### src/rtl/core/btcs_pkg.sv
// ----------------------------------------------------------------------------
// btcs_pkg
// Shared widths, codes and types of the best tree candidate search core.
// ----------------------------------------------------------------------------
`default_nettype none

package btcs_pkg;

  localparam int OP_W    = 2;
  localparam int IDX_W   = 12;
  localparam int CNT_W   = 13;
  localparam int FREE_W  = 16;
  localparam int PRIO_W  = 8;
  localparam int SPRIO_W = 9;
  localparam int KIND_W  = 2;

  localparam int DEF_TREE_FRAMES = 32768;
  localparam int DEF_BEST_SLOTS  = 4;
  localparam int DEF_MAX_TREES   = 4096;

  localparam logic [OP_W-1:0] OP_BEGIN  = 2'd0;
  localparam logic [OP_W-1:0] OP_VISIT  = 2'd1;
  localparam logic [OP_W-1:0] OP_FINISH = 2'd2;

  localparam logic [KIND_W-1:0] KIND_PERFECT   = 2'd0;
  localparam logic [KIND_W-1:0] KIND_RANKED    = 2'd1;
  localparam logic [KIND_W-1:0] KIND_EXHAUSTED = 2'd2;

  localparam logic [PRIO_W-1:0] PERFECT_PRIO = 8'hFF;

  typedef struct packed {
    logic [SPRIO_W-1:0] prio;
    logic [IDX_W-1:0]   tree;
  } slot_t;

  typedef struct packed {
    logic clear;
    logic insert;
    logic shift;
  } cell_ctrl_t;

endpackage

`default_nettype wire

### src/rtl/core/btcs_rem_unit.sv
// ----------------------------------------------------------------------------
// btcs_rem_unit
// Iterative restoring remainder: one dividend bit per cycle.
// ----------------------------------------------------------------------------
`default_nettype none

module btcs_rem_unit (
  input  wire logic                         clk,
  input  wire logic                         rst_n,
  input  wire logic                         start,
  input  wire logic [btcs_pkg::IDX_W-1:0]   dividend,
  input  wire logic [btcs_pkg::CNT_W-1:0]   divisor,
  output logic                              done,
  output logic [btcs_pkg::IDX_W-1:0]        rem
);

  localparam int STEP_W = $clog2(btcs_pkg::IDX_W + 1);
  localparam logic [STEP_W-1:0] STEPS = STEP_W'(btcs_pkg::IDX_W);

  logic                        busy_r, busy_nxt;
  logic                        done_r, done_nxt;
  logic [STEP_W-1:0]           cnt_r, cnt_nxt;
  logic [btcs_pkg::IDX_W-1:0]  dvd_r, dvd_nxt;
  logic [btcs_pkg::IDX_W-1:0]  rem_r, rem_nxt;
  logic [btcs_pkg::CNT_W-1:0]  dsr_r, dsr_nxt;
  logic [btcs_pkg::CNT_W-1:0]  trial;
  logic [btcs_pkg::CNT_W-1:0]  diff;

  assign trial = {rem_r, dvd_r[btcs_pkg::IDX_W-1]};
  assign diff  = trial - dsr_r;

  always_comb begin
    busy_nxt = busy_r;
    done_nxt = 1'b0;
    cnt_nxt  = cnt_r;
    dvd_nxt  = dvd_r;
    rem_nxt  = rem_r;
    dsr_nxt  = dsr_r;
    if (start) begin
      busy_nxt = 1'b1;
      cnt_nxt  = STEPS;
      dvd_nxt  = dividend;
      rem_nxt  = '0;
      dsr_nxt  = divisor;
    end else if (busy_r) begin
      dvd_nxt = {dvd_r[btcs_pkg::IDX_W-2:0], 1'b0};
      rem_nxt = (trial >= dsr_r) ? diff[btcs_pkg::IDX_W-1:0] : trial[btcs_pkg::IDX_W-1:0];
      cnt_nxt = cnt_r - STEP_W'(1);
      if (cnt_r == STEP_W'(1)) begin
        busy_nxt = 1'b0;
        done_nxt = 1'b1;
      end
    end
  end

  always_ff @(posedge clk) begin
    if (!rst_n) begin
      busy_r <= 1'b0;
      done_r <= 1'b0;
      cnt_r  <= '0;
    end else begin
      busy_r <= busy_nxt;
      done_r <= done_nxt;
      cnt_r  <= cnt_nxt;
    end
    dvd_r <= dvd_nxt;
    rem_r <= rem_nxt;
    dsr_r <= dsr_nxt;
  end

  assign done = done_r;
  assign rem  = rem_r;

endmodule

`default_nettype wire

### src/rtl/core/btcs_slot_cell.sv
// ----------------------------------------------------------------------------
// btcs_slot_cell
// One entry of the ranked list: sorted insert from above, shift-out from below.
// ----------------------------------------------------------------------------
`default_nettype none

module btcs_slot_cell (
  input  wire logic                          clk,
  input  wire logic                          rst_n,
  input  wire btcs_pkg::cell_ctrl_t          ctrl,
  input  wire logic [btcs_pkg::SPRIO_W-1:0]  new_prio,
  input  wire logic [btcs_pkg::IDX_W-1:0]    new_tree,
  input  wire btcs_pkg::slot_t               up_slot,
  input  wire logic                          up_wins,
  input  wire btcs_pkg::slot_t               down_slot,
  output btcs_pkg::slot_t                    slot,
  output logic                               wins
);

  btcs_pkg::slot_t slot_r, slot_nxt;

  assign wins = new_prio > slot_r.prio;

  always_comb begin
    slot_nxt = slot_r;
    if (ctrl.clear) begin
      slot_nxt = '0;
    end else if (ctrl.shift) begin
      slot_nxt = down_slot;
    end else if (ctrl.insert && wins) begin
      if (up_wins) begin
        slot_nxt = up_slot;
      end else begin
        slot_nxt.prio = new_prio;
        slot_nxt.tree = new_tree;
      end
    end
  end

  always_ff @(posedge clk) begin
    if (!rst_n) begin
      slot_r <= '0;
    end else begin
      slot_r <= slot_nxt;
    end
  end

  assign slot = slot_r;

endmodule

`default_nettype wire

### src/rtl/core/best_tree_candidate_search_core.sv
// ----------------------------------------------------------------------------
// best_tree_candidate_search_core
// Centre-out tree probe with filtering and a ranked top-K candidate list.
// ----------------------------------------------------------------------------
// Channel | Direction | Handshake         | Word
// in_     | input     | in_valid/in_ready | op, start, threshold, probe data
// out_    | output    | out_valid/ready   | tree_index, kind, last
// cfg_    | input     | cfg_valid/ready   | tree_count
//
// Begin, op 3 and filtered visits leave the core idle and ready again. A kept
// visit runs two passes of the shared remainder unit (centre, then rounded-up
// half step, both mod the clamped tree count) in S_MODC and S_MODD, then the
// wrap fix in S_FIX and, with a perfect hit, S_OUT. Finish emits the list word
// by word, shifting it out of the cell row. Synchronous reset empties the list.
// A stalled output holds the word in the output register; the input side waits only inside an item.
// ----------------------------------------------------------------------------
`default_nettype none

module best_tree_candidate_search_core #(
  parameter int TREE_FRAMES = btcs_pkg::DEF_TREE_FRAMES,
  parameter int BEST_SLOTS  = btcs_pkg::DEF_BEST_SLOTS,
  parameter int MAX_TREES   = btcs_pkg::DEF_MAX_TREES
) (
  input  wire logic                          clk,
  input  wire logic                          rst_n,
  input  wire logic                          in_valid,
  output logic                               in_ready,
  input  wire logic [btcs_pkg::OP_W-1:0]     in_op,
  input  wire logic [btcs_pkg::IDX_W-1:0]    in_start_req,
  input  wire logic [btcs_pkg::FREE_W-1:0]   in_min_free,
  input  wire logic [btcs_pkg::IDX_W-1:0]    in_step,
  input  wire logic                          in_reserved,
  input  wire logic [btcs_pkg::FREE_W-1:0]   in_free_frames,
  input  wire logic                          in_policy_match,
  input  wire logic [btcs_pkg::PRIO_W-1:0]   in_priority_req,
  output logic                               out_valid,
  input  wire logic                          out_ready,
  output logic [btcs_pkg::IDX_W-1:0]         out_tree_index,
  output logic [btcs_pkg::KIND_W-1:0]        out_kind,
  output logic                               out_last,
  input  wire logic                          cfg_valid,
  output logic                               cfg_ready,
  input  wire logic [btcs_pkg::CNT_W-1:0]    cfg_tree_count
);

  localparam int IDX_W = btcs_pkg::IDX_W;
  localparam int CNT_W = btcs_pkg::CNT_W;

  localparam logic [16:0]      FRAMES_W  = 17'(TREE_FRAMES);
  localparam logic [16:0]      MAXT_W    = 17'(MAX_TREES);
  localparam logic [CNT_W-1:0] MAX_N     = MAXT_W[CNT_W-1:0];

  localparam logic [2:0] S_IDLE = 3'd0;
  localparam logic [2:0] S_MODC = 3'd1;
  localparam logic [2:0] S_MODD = 3'd2;
  localparam logic [2:0] S_FIX  = 3'd3;
  localparam logic [2:0] S_OUT  = 3'd4;
  localparam logic [2:0] S_EMIT = 3'd5;

  logic [2:0]                     state_r, state_nxt;
  logic [CNT_W-1:0]               tc_r, tc_nxt;
  logic [IDX_W-1:0]               centre_r, centre_nxt;
  logic [btcs_pkg::FREE_W-1:0]    thr_r, thr_nxt;
  logic [IDX_W-1:0]               step_r, step_nxt;
  logic [btcs_pkg::PRIO_W-1:0]    prio_r, prio_nxt;
  logic [IDX_W-1:0]               cmod_r, cmod_nxt;
  logic [IDX_W-1:0]               dmod_r, dmod_nxt;
  logic [IDX_W-1:0]               idx_r, idx_nxt;
  logic                           out_valid_r, out_valid_nxt;
  logic [IDX_W-1:0]               out_idx_r, out_idx_nxt;
  logic [btcs_pkg::KIND_W-1:0]    out_kind_r, out_kind_nxt;
  logic                           out_last_r, out_last_nxt;

  logic                           in_acc;
  logic                           keep;
  logic                           out_open;
  logic [CNT_W-1:0]               n_eff;
  logic [IDX_W:0]                 d_wide;
  logic [IDX_W-1:0]               d_val;
  logic                           div_start;
  logic [IDX_W-1:0]               div_dvd;
  logic                           div_done;
  logic [IDX_W-1:0]               div_rem;
  logic [CNT_W-1:0]               sum_even, fix_even;
  logic [CNT_W:0]                 sum_odd, fix_odd;
  logic [IDX_W-1:0]               idx_calc;

  btcs_pkg::cell_ctrl_t           cell_ctrl;
  btcs_pkg::slot_t                slot [BEST_SLOTS];
  logic                           wins [BEST_SLOTS];
  logic                           next_empty;

  assign in_ready  = (state_r == S_IDLE);
  assign cfg_ready = 1'b1;
  assign in_acc    = in_valid && in_ready;
  assign out_open  = !out_valid_r || out_ready;

  assign keep = !in_reserved && (in_free_frames >= thr_r)
             && ({1'b0, in_free_frames} != FRAMES_W) && in_policy_match;

  always_comb begin
    if (tc_r == '0) begin
      n_eff = CNT_W'(1);
    end else if ({4'b0, tc_r} > MAXT_W) begin
      n_eff = MAX_N;
    end else begin
      n_eff = tc_r;
    end
  end

  assign d_wide = ({1'b0, step_r} + {{IDX_W{1'b0}}, step_r[0]}) >> 1;
  assign d_val  = d_wide[IDX_W-1:0];

  assign sum_even = {1'b0, cmod_r} + {1'b0, dmod_r};
  assign fix_even = (sum_even >= n_eff) ? (sum_even - n_eff) : sum_even;
  assign sum_odd  = {2'b0, cmod_r} + {1'b0, n_eff} - {2'b0, dmod_r};
  assign fix_odd  = (sum_odd >= {1'b0, n_eff}) ? (sum_odd - {1'b0, n_eff}) : sum_odd;
  assign idx_calc = step_r[0] ? fix_odd[IDX_W-1:0] : fix_even[IDX_W-1:0];

  assign div_start = (in_acc && (in_op == btcs_pkg::OP_VISIT) && keep)
                  || ((state_r == S_MODC) && div_done);
  assign div_dvd   = (state_r == S_IDLE) ? centre_r : d_val;

  btcs_rem_unit u_rem (
    .clk      (clk),
    .rst_n    (rst_n),
    .start    (div_start),
    .dividend (div_dvd),
    .divisor  (n_eff),
    .done     (div_done),
    .rem      (div_rem)
  );

  generate
    for (genvar k = 0; k < BEST_SLOTS; k++) begin : g_cell
      btcs_pkg::slot_t up_s;
      btcs_pkg::slot_t down_s;
      logic            up_w;
      if (k == 0) begin : g_head
        assign up_s = '0;
        assign up_w = 1'b0;
      end else begin : g_mid
        assign up_s = slot[k-1];
        assign up_w = wins[k-1];
      end
      if (k == BEST_SLOTS - 1) begin : g_tail
        assign down_s = '0;
      end else begin : g_body
        assign down_s = slot[k+1];
      end
      btcs_slot_cell u_cell (
        .clk       (clk),
        .rst_n     (rst_n),
        .ctrl      (cell_ctrl),
        .new_prio  ({1'b0, prio_r} + btcs_pkg::SPRIO_W'(1)),
        .new_tree  (idx_calc),
        .up_slot   (up_s),
        .up_wins   (up_w),
        .down_slot (down_s),
        .slot      (slot[k]),
        .wins      (wins[k])
      );
    end
    if (BEST_SLOTS > 1) begin : g_next
      assign next_empty = (slot[1].prio == '0);
    end else begin : g_single
      assign next_empty = 1'b1;
    end
  endgenerate

  always_comb begin
    state_nxt     = state_r;
    tc_nxt        = tc_r;
    centre_nxt    = centre_r;
    thr_nxt       = thr_r;
    step_nxt      = step_r;
    prio_nxt      = prio_r;
    cmod_nxt      = cmod_r;
    dmod_nxt      = dmod_r;
    idx_nxt       = idx_r;
    out_valid_nxt = out_valid_r && !out_ready;
    out_idx_nxt   = out_idx_r;
    out_kind_nxt  = out_kind_r;
    out_last_nxt  = out_last_r;
    cell_ctrl     = '0;

    if (cfg_valid && cfg_ready) begin
      tc_nxt = cfg_tree_count;
    end

    unique case (state_r)
      S_IDLE: begin
        if (in_acc) begin
          unique case (in_op)
            btcs_pkg::OP_BEGIN: begin
              centre_nxt      = in_start_req;
              thr_nxt         = in_min_free;
              cell_ctrl.clear = 1'b1;
            end
            btcs_pkg::OP_VISIT: begin
              step_nxt = in_step;
              prio_nxt = in_priority_req;
              if (keep) begin
                state_nxt = S_MODC;
              end
            end
            btcs_pkg::OP_FINISH: begin
              state_nxt = S_EMIT;
            end
            default: begin
            end
          endcase
        end
      end
      S_MODC: begin
        if (div_done) begin
          cmod_nxt  = div_rem;
          state_nxt = S_MODD;
        end
      end
      S_MODD: begin
        if (div_done) begin
          dmod_nxt  = div_rem;
          state_nxt = S_FIX;
        end
      end
      S_FIX: begin
        idx_nxt = idx_calc;
        if (prio_r == btcs_pkg::PERFECT_PRIO) begin
          state_nxt = S_OUT;
        end else begin
          cell_ctrl.insert = 1'b1;
          state_nxt        = S_IDLE;
        end
      end
      S_OUT: begin
        if (out_open) begin
          out_valid_nxt = 1'b1;
          out_idx_nxt   = idx_r;
          out_kind_nxt  = btcs_pkg::KIND_PERFECT;
          out_last_nxt  = 1'b1;
          state_nxt     = S_IDLE;
        end
      end
      S_EMIT: begin
        if (out_open) begin
          out_valid_nxt = 1'b1;
          if (slot[0].prio == '0) begin
            out_idx_nxt  = '0;
            out_kind_nxt = btcs_pkg::KIND_EXHAUSTED;
            out_last_nxt = 1'b1;
            state_nxt    = S_IDLE;
          end else begin
            out_idx_nxt     = slot[0].tree;
            out_kind_nxt    = btcs_pkg::KIND_RANKED;
            out_last_nxt    = next_empty;
            cell_ctrl.shift = 1'b1;
            if (next_empty) begin
              state_nxt = S_IDLE;
            end
          end
        end
      end
      default: begin
        state_nxt = S_IDLE;
      end
    endcase
  end

  always_ff @(posedge clk) begin
    if (!rst_n) begin
      state_r     <= S_IDLE;
      tc_r        <= CNT_W'(1);
      centre_r    <= '0;
      thr_r       <= '0;
      out_valid_r <= 1'b0;
    end else begin
      state_r     <= state_nxt;
      tc_r        <= tc_nxt;
      centre_r    <= centre_nxt;
      thr_r       <= thr_nxt;
      out_valid_r <= out_valid_nxt;
    end
    step_r     <= step_nxt;
    prio_r     <= prio_nxt;
    cmod_r     <= cmod_nxt;
    dmod_r     <= dmod_nxt;
    idx_r      <= idx_nxt;
    out_idx_r  <= out_idx_nxt;
    out_kind_r <= out_kind_nxt;
    out_last_r <= out_last_nxt;
  end

  assign out_valid      = out_valid_r;
  assign out_tree_index = out_idx_r;
  assign out_kind       = out_kind_r;
  assign out_last       = out_last_r;

endmodule

`default_nettype wire
### config.mk
export PLATFORM = sky130hd
export DESIGN_NAME = best_tree_candidate_search_core
export DESIGN_NICKNAME = d
export VERILOG_FILES = /design/src/rtl/core/btcs_pkg.sv /design/src/rtl/core/btcs_rem_unit.sv /design/src/rtl/core/btcs_slot_cell.sv /design/src/rtl/core/best_tree_candidate_search_core.sv
export SDC_FILE = /design/constraint.sdc
export NUM_CORES = 1
export LEC_CHECK = 0
export BUFFER_PORTS_ARGS = -buffer_cell sky130_fd_sc_hd__clkbuf_2
export CORE_AREA = 4 4 146 204
export CTS_CLUSTER_DIAMETER = 30
export DETAILED_ROUTE_END_ITERATION = 8
export DIE_AREA = 0 0 150 208
export PLACE_DENSITY = 0.8
export SYNTH_ARGS = -nofsm -noshare
export SYNTH_HDL_FRONTEND = slang
export SYNTH_HIERARCHICAL = 1
export SYNTH_SLANG_ARGS = --single-unit
### constraint.sdc
create_clock -name clk -period 6.6 [get_ports clk]
set_input_delay 0.99 -clock clk [delete_from_list [all_inputs] [get_ports clk]]
set_output_delay 0.99 -clock clk [all_outputs]
set_load 0.02 [all_outputs]
==> impl_metrics.json <==
{
  "setup_viol": 0,
  "place.gp.congestion": 0.934,
  "rows": 73,
  "status": "finished, final reports clean",
  "nNetsFinal": 2214,
  "initial_utilization": 0.610,
  "diodes": 0,
  "worst-r2r-setup-slack_ns": 0.38,
  "fin_worst_skew_ns": 0.0164,
  "slew_headroom": 0.171,
  "finalInstanceArea_sq_um": 19600,
  "syn_area_sq_um": 17100,
  "crit_fanout": 14,
  "detail-route-antenna-nets": 0,
  "hold_class": "flop to flop",
  "syn_inst": 1871,
  "cts_root_buf": "clkbuf_16",
  "switching_share": 0.305,
  "pin_count": 104,
  "final.min_clock_period_ns": 6.22,
  "coreArea_sq_um": 28100,
  "routed_wl_microns": 42700,
  "maxCapViolCount": 0,
  "p_sw_mw": 1.60,
  "cts_sinks": 243,
  "num_vias": 14000,
  "syn_avg_cell_area_sq_um": 9.16,
  "place_area_sq_um": 17900,
  "power_frac_comb": 0.201,
  "multi_input_area_sq_um": 10400,
  "grt_max_degree": 227,
  "antenna_found_initial": 0,
  "drt_iter0_drc": 857,
  "via_per_inst": 5.85,
  "hold_ws_ns": 0.463,
  "maxSlewViolCount": 0,
  "dieArea_sq_um": 31200,
  "p_int_mw": 3.65,
  "gr-usage-all-layers": 0.269,
  "fillers": 2141,
  "final_layout_size_suffix_gt1_frac": 0.179,
  "p_leak_nw": 8.65,
  "p_seq_frac": 0.333,
  "worst_ep_required_time_ns": 7.05,
  "grt-ovfl-total": 0,
  "setup_ws_ns": 0.384,
  "start_kind": "flop",
  "die_h_microns": 208,
  "grt_pass1_wl_microns": 69000,
  "area_growth_pct": 14.5,
  "drc_errors": 0,
  "irDropWorstVdd_v": 0.000290,
  "cts_hold_buffers": 0,
  "tightest_slew_ns": 1.24,
  "total_power_mw": 5.25,
  "dp_hpwl_microns": 29600,
  "rsz0062_at_grt": "false",
  "path_clk_slew_ns": 0.06,
  "dp_slack_ns": 0.364,
  "crit_path_end_kind": "flop",
  "clk_latency_ns": 0.56,
  "grt_pass1_vias": 14300,
  "final_hold_viol_count": 0,
  "arrival_ns": 6.67,
  "die_width_microns": 150,
  "fmax_ghz": 0.161,
  "period_share": 0.942,
  "cts_made_buffers": 48,
  "clk_path_buf_depth": 3,
  "port_buffers": 102,
  "power_density_nw_per_um2": 267,
  "htree_levels": 2,
  "firstDrtPassIters": 5,
  "clkPwrFrac": 0.466,
  "finalSetupTns_ns": 0,
  "critPathKind": "flop to flop",
  "ys_warn_count": 6,
  "cts_tree": "yes",
  "wl_per_cell_microns": 17.8,
  "seq_area_sq_um": 5830
}
-- area by class of cell --
class | instances | area share
multi-input combinational | 1410 | 0.530
clock buffer | 55 | 0.0656
clock inverter | 32 | 0.0180
tap | 375 | 0.0239
timing repair buffer | 125 | 0.0361
sequential | 243 | 0.297
inverter | 153 | 0.0293
-- placed cells by master, fill, tap and decap left out, types with 13 or more instances in the layout --
cell / count
a211oi_1: 14
a21boi_0: 28
a21o_1: 21
a21oi_1: 58
a22o_1: 13
buf_4: 21
clkbuf_16: 49
clkbuf_2: 102
conb_1: 44
dfxtp_1: 147
edfxtp_1: 96
fa_1: 16
ha_1: 131
inv_1: 153
mux2_2: 13
mux2i_1: 172
nand2_1: 337
nand3_1: 27
nor2_1: 55
nor2b_1: 28
nor3_1: 23
nor4_1: 13
o211ai_2: 38
o21ai_0: 109
o31ai_2: 43
xnor2_1: 40
xor2_1: 24
-- timing repair --
action                                 4_1_cts  5_1_grt
setup endpoints to repair                    0       42
gates resized for setup                      0        9
endpoints found under the hold margin        0        0
buffers inserted                             0        1
-- final timing paths --
path              cells after the start                      from                       end
setup / recovery                     25                  tc_r[12]  g_cell[2].u_cell/slot[3]
hold / removal                        2  g_cell[3].u_cell/slot[9]  g_cell[3].u_cell/slot[9]
setup reg to reg                     25                  tc_r[12]  g_cell[2].u_cell/slot[3]
hold reg to reg                       2  g_cell[3].u_cell/slot[9]  g_cell[3].u_cell/slot[9]
-- critical path: stages, from the launching register on --
cell	delay, ns
dfxtp_1	0.46
inv_1	0.45
nand2_1	0.24
fa_1	0.54
inv_1	0.07
fa_1	0.46
a21o_1	0.18
a21oi_1	0.28
o211ai_1	0.19
a31o_2	0.26
a21oi_1	0.21
xnor2_1	0.19
ha_1	0.34
a21o_1	0.20
a31oi_1	0.20
a21bo_2	0.16
a31oi_1	0.04
o21ai_1	0.23
nand4_4	0.13
buf_12	0.19
mux2i_1	0.12
mux2i_1	0.35
mux2i_1	0.13
o21ai_0	0.23
o211ai_2	0.14
o31ai_2	0.11
-- power groups by stage --
stage | Clock (mW) | Combinational [mW] | Sequential [mW]
after global routing | 2.54 | 1.16 | 1.75
after CTS | 2.47 | 1.02 | 1.75
after global placement | 0 | 0.980 | 1.77
final | 2.45 | 1.05 | 1.75
after floorplan | 0 | 0.798 | 1.73
after detailed placement | 0 | 1.01 | 1.78
-- stage by stage --
step / std cells / util
2_1_floorplan: 1913 / -
3_3_place_gp: 2305 / 0.638
3_5_place_dp: 2305 / 0.638
4_1_cts: 2392 / 0.696
5_1_grt: 2393 / 0.698
6_report: 2393 / 0.698
-- flip-flops by register name (all words and copies together) (netlist names) --
name and flops:
u_rem/done 1, cmod_r 12, idx_r 12, centre_r 12, out_valid 1, tc_r 13, prio_r 8, g_cell.u_cell/slot 84
dmod_r 12, out_kind 2, step_r 12, out_tree_index 12, u_rem/dsr_r 13, thr_r 16, state_r 3, out_last 1
u_rem/busy_r 1, u_rem/rem 12, u_rem/cnt_r 4, u_rem/dvd_r 12
-- routing by layer --
metal / vias up / GRT usage / share of wire
met5: - / 0 / 0
met4: 0 / 0.117 / 0.037
met3: 115 / 0.0344 / 0.041
met2: 404 / 0.506 / 0.54
met1: 6724 / 0.297 / 0.38
li1: 6759 / - / -
(Power assumes the default switching activity.)
